[config.mk]
export PLATFORM = sky130hd
export DESIGN_NAME = sglb_ctrl
export DESIGN_NICKNAME = d
export VERILOG_FILES = /design/src/hw/rtl/sglb_pkg.sv /design/src/hw/rtl/sglb_ctrl.sv
export SDC_FILE = /design/constraint.sdc
export NUM_CORES = 1
export LEC_CHECK = 0
export ABC_AREA = 1
export ABC_CLOCK_PERIOD_IN_PS = 1400
export BUFFER_PORTS_ARGS = -buffer_cell sky130_fd_sc_hd__buf_2
export CORE_MARGIN = 5
export CORE_UTILIZATION = 48
export DETAILED_ROUTE_END_ITERATION = 8
export GPL_ROUTABILITY_DRIVEN = 0
export HOLD_SLACK_MARGIN = 0.05
export PLACE_DENSITY = 0.74
export SETUP_SLACK_MARGIN = 0.4
export SYNTH_ARGS = -nofsm -noshare
export SYNTH_HDL_FRONTEND = slang
export SYNTH_SLANG_ARGS = --single-unit
[constraint.sdc]
create_clock -name clk -period 1.4 [get_ports clk]
set_input_delay 0.28 -clock clk [delete_from_list [all_inputs] [get_ports clk]]
set_output_delay 0.28 -clock clk [all_outputs]
set_load 0.02 [all_outputs]
[src/hw/rtl/sglb_pkg.sv]
// ---------------------------------------------------------------------------
// Signed gcd/lcm/Bezout package
// Shared types and constants for the controller, datapath and top level.
// ---------------------------------------------------------------------------
`default_nettype none

package sglb_pkg;

  localparam int OpW  = 32;
  localparam int WideW = 64;

  // Datapath operations issued by the controller.
  typedef enum logic [4:0] {
    OP_NONE,
    OP_LOAD,       // capture operands
    OP_GCD_INIT,   // order magnitudes for Euclid
    OP_GCD_DIV,    // start x / y
    OP_GCD_STEP,   // x <- y, y <- remainder
    OP_SIGN_G,     // apply sign to gcd, start |a| / |g|
    OP_AN_DONE,    // capture a/g, start |b| / |g|
    OP_BN_DONE,    // capture b/g
    OP_LCM_MUL,    // a * (b/g), pick modulus and operands for the inverse
    OP_LCM_DONE,   // capture lcm
    OP_COEF_EASY,  // modulus 0 or 1: no inverse needed
    OP_RED_START,  // start reduction of the inverted operand
    OP_RED_DONE,   // set up remainder and coefficient chains
    OP_INV_DIV,    // start r0 / r1
    OP_INV_MUL,    // advance remainders, form q * t1
    OP_INV_STEP,   // advance coefficients
    OP_INV_FIX,    // bring t0 into [0, m)
    OP_COEF_MUL,   // c * searched operand
    OP_COEF_DIV,   // start (1 - c*n) / d
    OP_COEF_DONE,  // capture the other coefficient
    OP_FINISH      // assemble result
  } dp_op_t;

  typedef struct packed {
    logic   y_zero;    // Euclid remainder chain finished
    logic   r1_zero;   // inverse remainder chain finished
    logic   div_busy;  // divider working
    logic   both_zero; // both operands zero
    logic   m_small;   // modulus is 0 or 1
  } dp_status_t;

endpackage

`default_nettype wire

[src/hw/rtl/sglb_ctrl.sv]
// ---------------------------------------------------------------------------
// Gcd/lcm/Bezout controller
// Sequences the datapath through Euclid, normalization and the inverse.
// ---------------------------------------------------------------------------
`default_nettype none

module sglb_ctrl
  import sglb_pkg::*;
(
  input  wire logic       clk,
  input  wire logic       rst_n,
  input  wire logic       in_fire,
  input  wire logic       out_fire,
  input  wire dp_status_t status,
  output dp_op_t          op,
  output logic            busy,
  output logic            res_valid
);

  typedef enum logic [4:0] {
    S_IDLE, S_INIT, S_EUCLID, S_EWAIT, S_AN, S_BN, S_LCM, S_LCM_DONE, S_SELECT,
    S_RED, S_INV_CHK, S_INV_WAIT, S_INV_STEP, S_COEF_MUL, S_COEF_DIV, S_COEF_WAIT,
    S_FINISH, S_DONE
  } state_t;

  state_t state_r;

  // Each wait state is entered right after a divider start, so busy is
  // already high on its first cycle.
  always_ff @(posedge clk) begin
    if (!rst_n) begin
      state_r   <= S_IDLE;
      res_valid <= 1'b0;
    end else begin
      case (state_r)
        S_IDLE:      if (in_fire) state_r <= S_INIT;
        S_INIT:      state_r <= status.both_zero ? S_FINISH : S_EUCLID;
        S_EUCLID:    state_r <= status.y_zero ? S_AN : S_EWAIT;
        S_EWAIT:     if (!status.div_busy) state_r <= S_EUCLID;
        S_AN:        if (!status.div_busy) state_r <= S_BN;
        S_BN:        if (!status.div_busy) state_r <= S_LCM;
        S_LCM:       state_r <= S_LCM_DONE;
        S_LCM_DONE:  state_r <= S_SELECT;
        S_SELECT:    state_r <= status.m_small ? S_FINISH : S_RED;
        S_RED:       if (!status.div_busy) state_r <= S_INV_CHK;
        S_INV_CHK:   state_r <= status.r1_zero ? S_COEF_MUL : S_INV_WAIT;
        S_INV_WAIT:  if (!status.div_busy) state_r <= S_INV_STEP;
        S_INV_STEP:  state_r <= S_INV_CHK;
        S_COEF_MUL:  state_r <= S_COEF_DIV;
        S_COEF_DIV:  state_r <= S_COEF_WAIT;
        S_COEF_WAIT: if (!status.div_busy) state_r <= S_FINISH;
        S_FINISH: begin
          state_r   <= S_DONE;
          res_valid <= 1'b1;
        end
        S_DONE: begin
          if (out_fire) begin
            res_valid <= 1'b0;
            state_r   <= S_IDLE;
          end
        end
        default:     state_r <= S_IDLE;
      endcase
    end
  end

  always_comb begin
    op = OP_NONE;
    case (state_r)
      S_IDLE:      op = in_fire ? OP_LOAD : OP_NONE;
      S_INIT:      op = OP_GCD_INIT;
      S_EUCLID:    op = status.y_zero ? OP_SIGN_G : OP_GCD_DIV;
      S_EWAIT:     op = !status.div_busy ? OP_GCD_STEP : OP_NONE;
      S_AN:        op = !status.div_busy ? OP_AN_DONE : OP_NONE;
      S_BN:        op = !status.div_busy ? OP_BN_DONE : OP_NONE;
      S_LCM:       op = OP_LCM_MUL;
      S_LCM_DONE:  op = OP_LCM_DONE;
      S_SELECT:    op = status.m_small ? OP_COEF_EASY : OP_RED_START;
      S_RED:       op = !status.div_busy ? OP_RED_DONE : OP_NONE;
      S_INV_CHK:   op = status.r1_zero ? OP_INV_FIX : OP_INV_DIV;
      S_INV_WAIT:  op = !status.div_busy ? OP_INV_MUL : OP_NONE;
      S_INV_STEP:  op = OP_INV_STEP;
      S_COEF_MUL:  op = OP_COEF_MUL;
      S_COEF_DIV:  op = OP_COEF_DIV;
      S_COEF_WAIT: op = !status.div_busy ? OP_COEF_DONE : OP_NONE;
      S_FINISH:    op = OP_FINISH;
      default:     op = OP_NONE;
    endcase
  end

  assign busy = (state_r != S_IDLE);

endmodule

`default_nettype wire

==> results of run 1 <==
-- stage by stage --
stage	hold slack, ns	area, um2	instances	setup TNS [ns]
after CTS	0.292	1450	235	-2.59
after detailed placement	0.537	1310	230	-1.11
after global placement	0.510	1310	230	-0.632
after floorplan	0.391	881	156	-0.0566
-- repair_timing --
item                       4_1_cts
setup endpoints to repair       13
buffers inserted                 1
pin swaps                        5
resized for setup               32
-- synth_stat cells --
cell and instances:
nor2_1 40, nor2_2 5, o211ai_1 3, a41oi_1 1, a211oi_1 1, inv_1 23
nand4_1 7, nand3_1 8, o21bai_1 1, nand2_2 2, a21oi_1 1, nand3_2 2
inv_2 2, o21ai_0 2, buf_2 2, nor3_1 4, dfxtp_1 6, a211oi_2 1
nor3b_1 2, nand2_1 43
-- kinds of logic after synthesis --
kind of cell	share of synthesized area, %
AND/OR/NAND/NOR	62.4
buffers and inverters	13.1
flip-flops	15.2
AO/OA/AOI/OAI	9.32
==> impl_summary.txt, run 1 <==
----------------------------------------------------
[Logic synthesis]
  Number of cells produced by synthesis ... 156
  Portion of the post-synthesis area used by sequential elements ... approximately 15%
  Main area contributors after synthesis ... nand2_1 20%, nor2_1 19%, dfxtp_1 15%
  Biggest area consumer among synthesized cells ... nand2_1
  Number of library cell types mapped by synthesis ... 20
  Mean post-synth cell area ... 5.08 um2
  Area share of the largest cell type after synthesis ... 20.4%
  Synth warn ... 0
  Number of nets in the synthesized netlist ... 165
  Mapped cell area ... 792 um2
  Seq cells post-synth ... 6

[CTS]
  H-tree levels ... 1
  Clock Root Buffer ... clkbuf_4
  TritonCTS buffer count ... 3
  CTS Buffer Depth ... 2
  Hold_buf cts ... 0
  Clock tree sinks ... 6

[Run status]
  Run status ... aborted with a tool error
  Last step reached ... global routing (5_1_grt)
  First error in the log ... [ERROR DPL-0038] Utilization greater than 100%, impossible to legalize

[Global routing]
  Pin count of the biggest net entering global routing ... 8

[Timing]
  Worst endpoint after global-route timing repair ... op[2]
  Worst-path endpoint category ... top-level output

[Placement]
  HPWL after detailed placement ... 2.90 mm
  Worst-case setup slack after placement ... -0.184 ns
  # port buffers ... 15

[Die]
  DIE HEIGHT ... 50.6 um
  Initial Utilization ... 51.4%
  Num ports ... 16
  Core Rows ... 14
  Die Wd ... 50.6 um

----------------------------------------------------
==> run 2, diff against run 1 <==
==> config.mk (replaced) <==
export PLATFORM = sky130hd
export DESIGN_NAME = sglb_ctrl
export DESIGN_NICKNAME = d
export VERILOG_FILES = /design/src/hw/rtl/sglb_pkg.sv /design/src/hw/rtl/sglb_ctrl.sv
export SDC_FILE = /design/constraint.sdc
export NUM_CORES = 1
export LEC_CHECK = 0
export ABC_AREA = 1
export ABC_CLOCK_PERIOD_IN_PS = 1820
export BUFFER_PORTS_ARGS = -buffer_cell sky130_fd_sc_hd__buf_2
export CORE_AREA = 5 5 66 68
export DETAILED_ROUTE_END_ITERATION = 8
export DIE_AREA = 0 0 71 73
export GPL_ROUTABILITY_DRIVEN = 0
export PLACE_DENSITY_LB_ADDON = 0.15
export SYNTH_ARGS = -nofsm -noshare
export SYNTH_HDL_FRONTEND = slang
export SYNTH_SLANG_ARGS = --single-unit
==> constraint.sdc (replaced) <==
create_clock -name clk -period 1.82 [get_ports clk]
set_input_delay 0.364 -clock clk [delete_from_list [all_inputs] [get_ports clk]]
set_output_delay 0.364 -clock clk [all_outputs]
set_load 0.02 [all_outputs]
==> impl_summary.txt, run 2 <==
----------------------------------------------------
[Die]
  Core box area ... 3800 um2
  Die ar. ... around 5200 um2
  Core Rows ... 23 (was 14)
  Num ports ... 16 (unchanged)
  Initial Utilization ... 20.8% (was 51.4%)
  Die Wd ... 71 um (was 50.6 um)
  DIE HEIGHT ... 73 um (was 50.6 um)

[Min path]
  Startpoint of the tightest hold check path ... out_fire
  Hold crit path type ... input pin to flip-flop

[Logic synthesis]
  Most used flip-flop cell after synthesis ... dfxtp_1 (unchanged)
  Post-synth ARST share ... 0% (unchanged)
  Portion of the post-synthesis area used by sequential elements ... 15.2% (unchanged)
  Number of enable flip-flop cells after synthesis ... 0 (unchanged)
  Most repeated cell in the gate-level netlist after synthesis ... nand2_1 (unchanged)
  Area share of the largest cell type after synthesis ... 20.4% (unchanged)
  Mapped cell area ... 792 um2 (unchanged)
  Synth warn ... 0 (unchanged)
  Number of nets in the synthesized netlist ... 165 (unchanged)
  Mean post-synth cell area ... 5.08 um2 (unchanged)
  Biggest area consumer among synthesized cells ... nand2_1 (unchanged)
  Number of library cell types mapped by synthesis ... 20 (unchanged)
  Seq cells post-synth ... 6 (unchanged)
  Number of cells produced by synthesis ... 156 (unchanged)
  Main area contributors after synthesis ... nand2_1 20%, nor2_1 19%, dfxtp_1 15% (unchanged)
  Top post-synthesis cells by count ... 43 x nand2_1, 40 x nor2_1, 23 x inv_1 (unchanged)

[Timing]
  Setup repair after global routing missed its margin ... yes
  Maximum clock frequency ... 0.541 GHz
  Min Tclk post-route ... between 1.5 and 2 ns
  Setup skew after layout ... approximately 0.0007 ns
  Total negative slack ... -0.0503 ns
  Actual slew at the worst max-slew pin ... 0.277 ns
  Count of final setup violators ... 3
  Final-report hold violation count ... 0
  Final setup slack of the worst path ... -0.0275 ns
  Worst slew margin ... 81.4%
  Max Slew Vio Count ... 0
  Share of the clock period used by the worst path after layout ... 102%

[CTS]
  H-tree levels ... 1 (unchanged)
  CTS Buffer Depth ... 2 (unchanged)
  Clock Root Buffer ... clkbuf_8 (was clkbuf_4)
  Post-CTS clock slew at the launch and capture registers of the worst setup and hold paths ... 0.04 ns
  Clock tree from TritonCTS ... built
  Hold_buf cts ... 0 (unchanged)
  TritonCTS buffer count ... 3 (unchanged)
  Worst-skew pair later-pin latency ... 0.22 ns
  Clock tree sinks ... 6 (unchanged)

[Placement]
  # port buffers ... 15 (unchanged)
  Post-DP Area ... 987 um2 (was 1310 um2)
  Worst-case setup slack after placement ... -0.0507 ns (was -0.184 ns)
  HPWL after detailed placement ... 2.26 mm (was 2.90 mm)
  Placed insts ... 228 (was 230)

[Worst setup path]
  Origin of the worst setup path ... state_r[1]$_SDFFE_PN0P_
  Class of the most critical setup path ... flip-flop to output pin
  CP Capture Type ... output pin
  Worst r2r src ... state_r[1]$_SDFFE_PN0P_
  Startpoint kind of the worst setup timing path ... flip-flop
  Crit path required time ... roughly 1.5 ns
  Maximum fanout along the worst path ... 4
  Worst path arrival time ... 1.48 ns

[Layout]
  NumNets Final ... ~200
  Largest Register ... state_r
  Commonest cells after routing, fill and taps aside ... 37 x nand2_1, 31 x nor2_1, 19 x inv_1
  Biggest regs ... state_r: 5 flops, res_valid: 1 flops
  Leading cell type in the layout, fill and taps excluded ... nand2_1
  Ant. Diodes ... 0
  Fraction of final layout cells sized beyond drive strength 1 ... around two fifths
  Post-route insts no fill ... 236
  Layout fillers ... between 400 and 500
  Largest register FFs ... 5
  Design area ... 1240 um2
  Area delta synth->final ... 56.2%

[Global routing]
  All-Layer GR Usage ... 11.2%
  Pin count of the biggest net entering global routing ... 9
  Global-route congestion overflow total ... 0
  Vias in the first global route ... 1,021
  Antenna violations before repair ... 0
  Wire length of the first global-routing pass ... about 4.5 mm

[Job]
  Number of maximum-capacitance constraint violations ... 0

[Power and ir drop]
  Leakage ... 0.655 nW
  Peak supply drop ... 0.484 mV
  Power density over cell area ... between 1000 and 1500 nW/um2

[Run status]
  Failing checks ... setup timing
  Run status ... finished with violations (was aborted with a tool error)

[Drt]
  DRC Markers ... 0
  Number of vias in the routed layout ... 1,044
  Number of nets still failing antenna checks after routing ... 0
  1st-iter DRT viols ... 45
  Mean number of vias per cell ... 4.42
  Routed wire length ... 2.69 mm
  Routed len/inst ... 11.4 um
  Drt first pass iters ... 4

----------------------------------------------------
-- run 2: cell counts after synthesis --
Identical to the previous run, type by type.
-- run 2: report_power, final --
part	leakage, nW	total [W]	switching (W)	internal, W
Combinational	0.581	0.00116	0.000704	0.000451
Clock	0.0216	0.000203	0.0000605	0.000142
Sequential	0.0521	0.000263	0.0000743	0.000189
Total	0.655	0.00162	0.000839	0.000782
-- run 2: timing repair --
| action | in CTS | in global routing |
|---|---|---|
| setup buffers | 2 | 3 |
| gates resized for setup | 28 | 25 |
| pin swaps | 4 | 4 |
| endpoints found under the setup margin | 5 | 5 |
-- run 2: worst max-delay path, cell delays in order, from the launching register on --
cell and delay (ns):
dfxtp_2 0.32, buf_6 0.13, nor2_4 0.13, nand2_4 0.09
nor2_2 0.12, nand2_1 0.09, nor3b_2 0.17, nand4_1 0.07
buf_4 0.14
-- run 2: cells by family (layout without fill, tap and decap cells) --
logic type | count (synthesis) | count (layout) | synth area share [%]
DFF | 6 | 6 | 15.2
AOI/OAI and AO/OA | 10 | 10 | 9.32
buffers and inverters | 27 | 57 | 13.1
and+or+nand+nor | 113 | 113 | 62.4
-- run 2: worst paths after layout --
path	endpoint	slack, ns	cells after the start
min reg2reg	res_valid$_SDFFE_PN0P_	0.54	2
min	res_valid$_SDFFE_PN0P_	0.38	2
max reg2reg	state_r[1]$_SDFFE_PN0P_	0.39	11
max	op[0]	-0.03	8
-- run 2: layout make-up --
cell class              instances  area, um2  area share, %
well taps                      50       62.6           5.06
multi-input cells             123        699           56.5
flip-flops and latches          6        134           10.8
clock buffers                   3       41.3           3.34
inverters                      25        101           8.19
repair buffers                 29        199           16.1
-- run 2: layer usage --
| metal | track usage, % | share of wire [%] |
|---|---|---|
| met1 | 13.0 | 47 |
| met2 | 18.6 | 46 |
| met3 | 2.34 | 4.4 |
| met4 | 7.10 | 3.1 |
| met5 | 0 | 0 |
-- run 2: metrics by stage --
stage,utilization (%),total power (W),hold WS [ns]
3_3_place_gp,26.0,0.00120,0.548
2_1_floorplan,-,0.000873,0.484
6_report,32.6,0.00162,0.377
5_1_grt,32.6,0.00179,0.399
3_5_place_dp,26.0,0.00119,0.542
4_1_cts,29.9,0.00153,0.376
(Power assumes the default switching activity.)
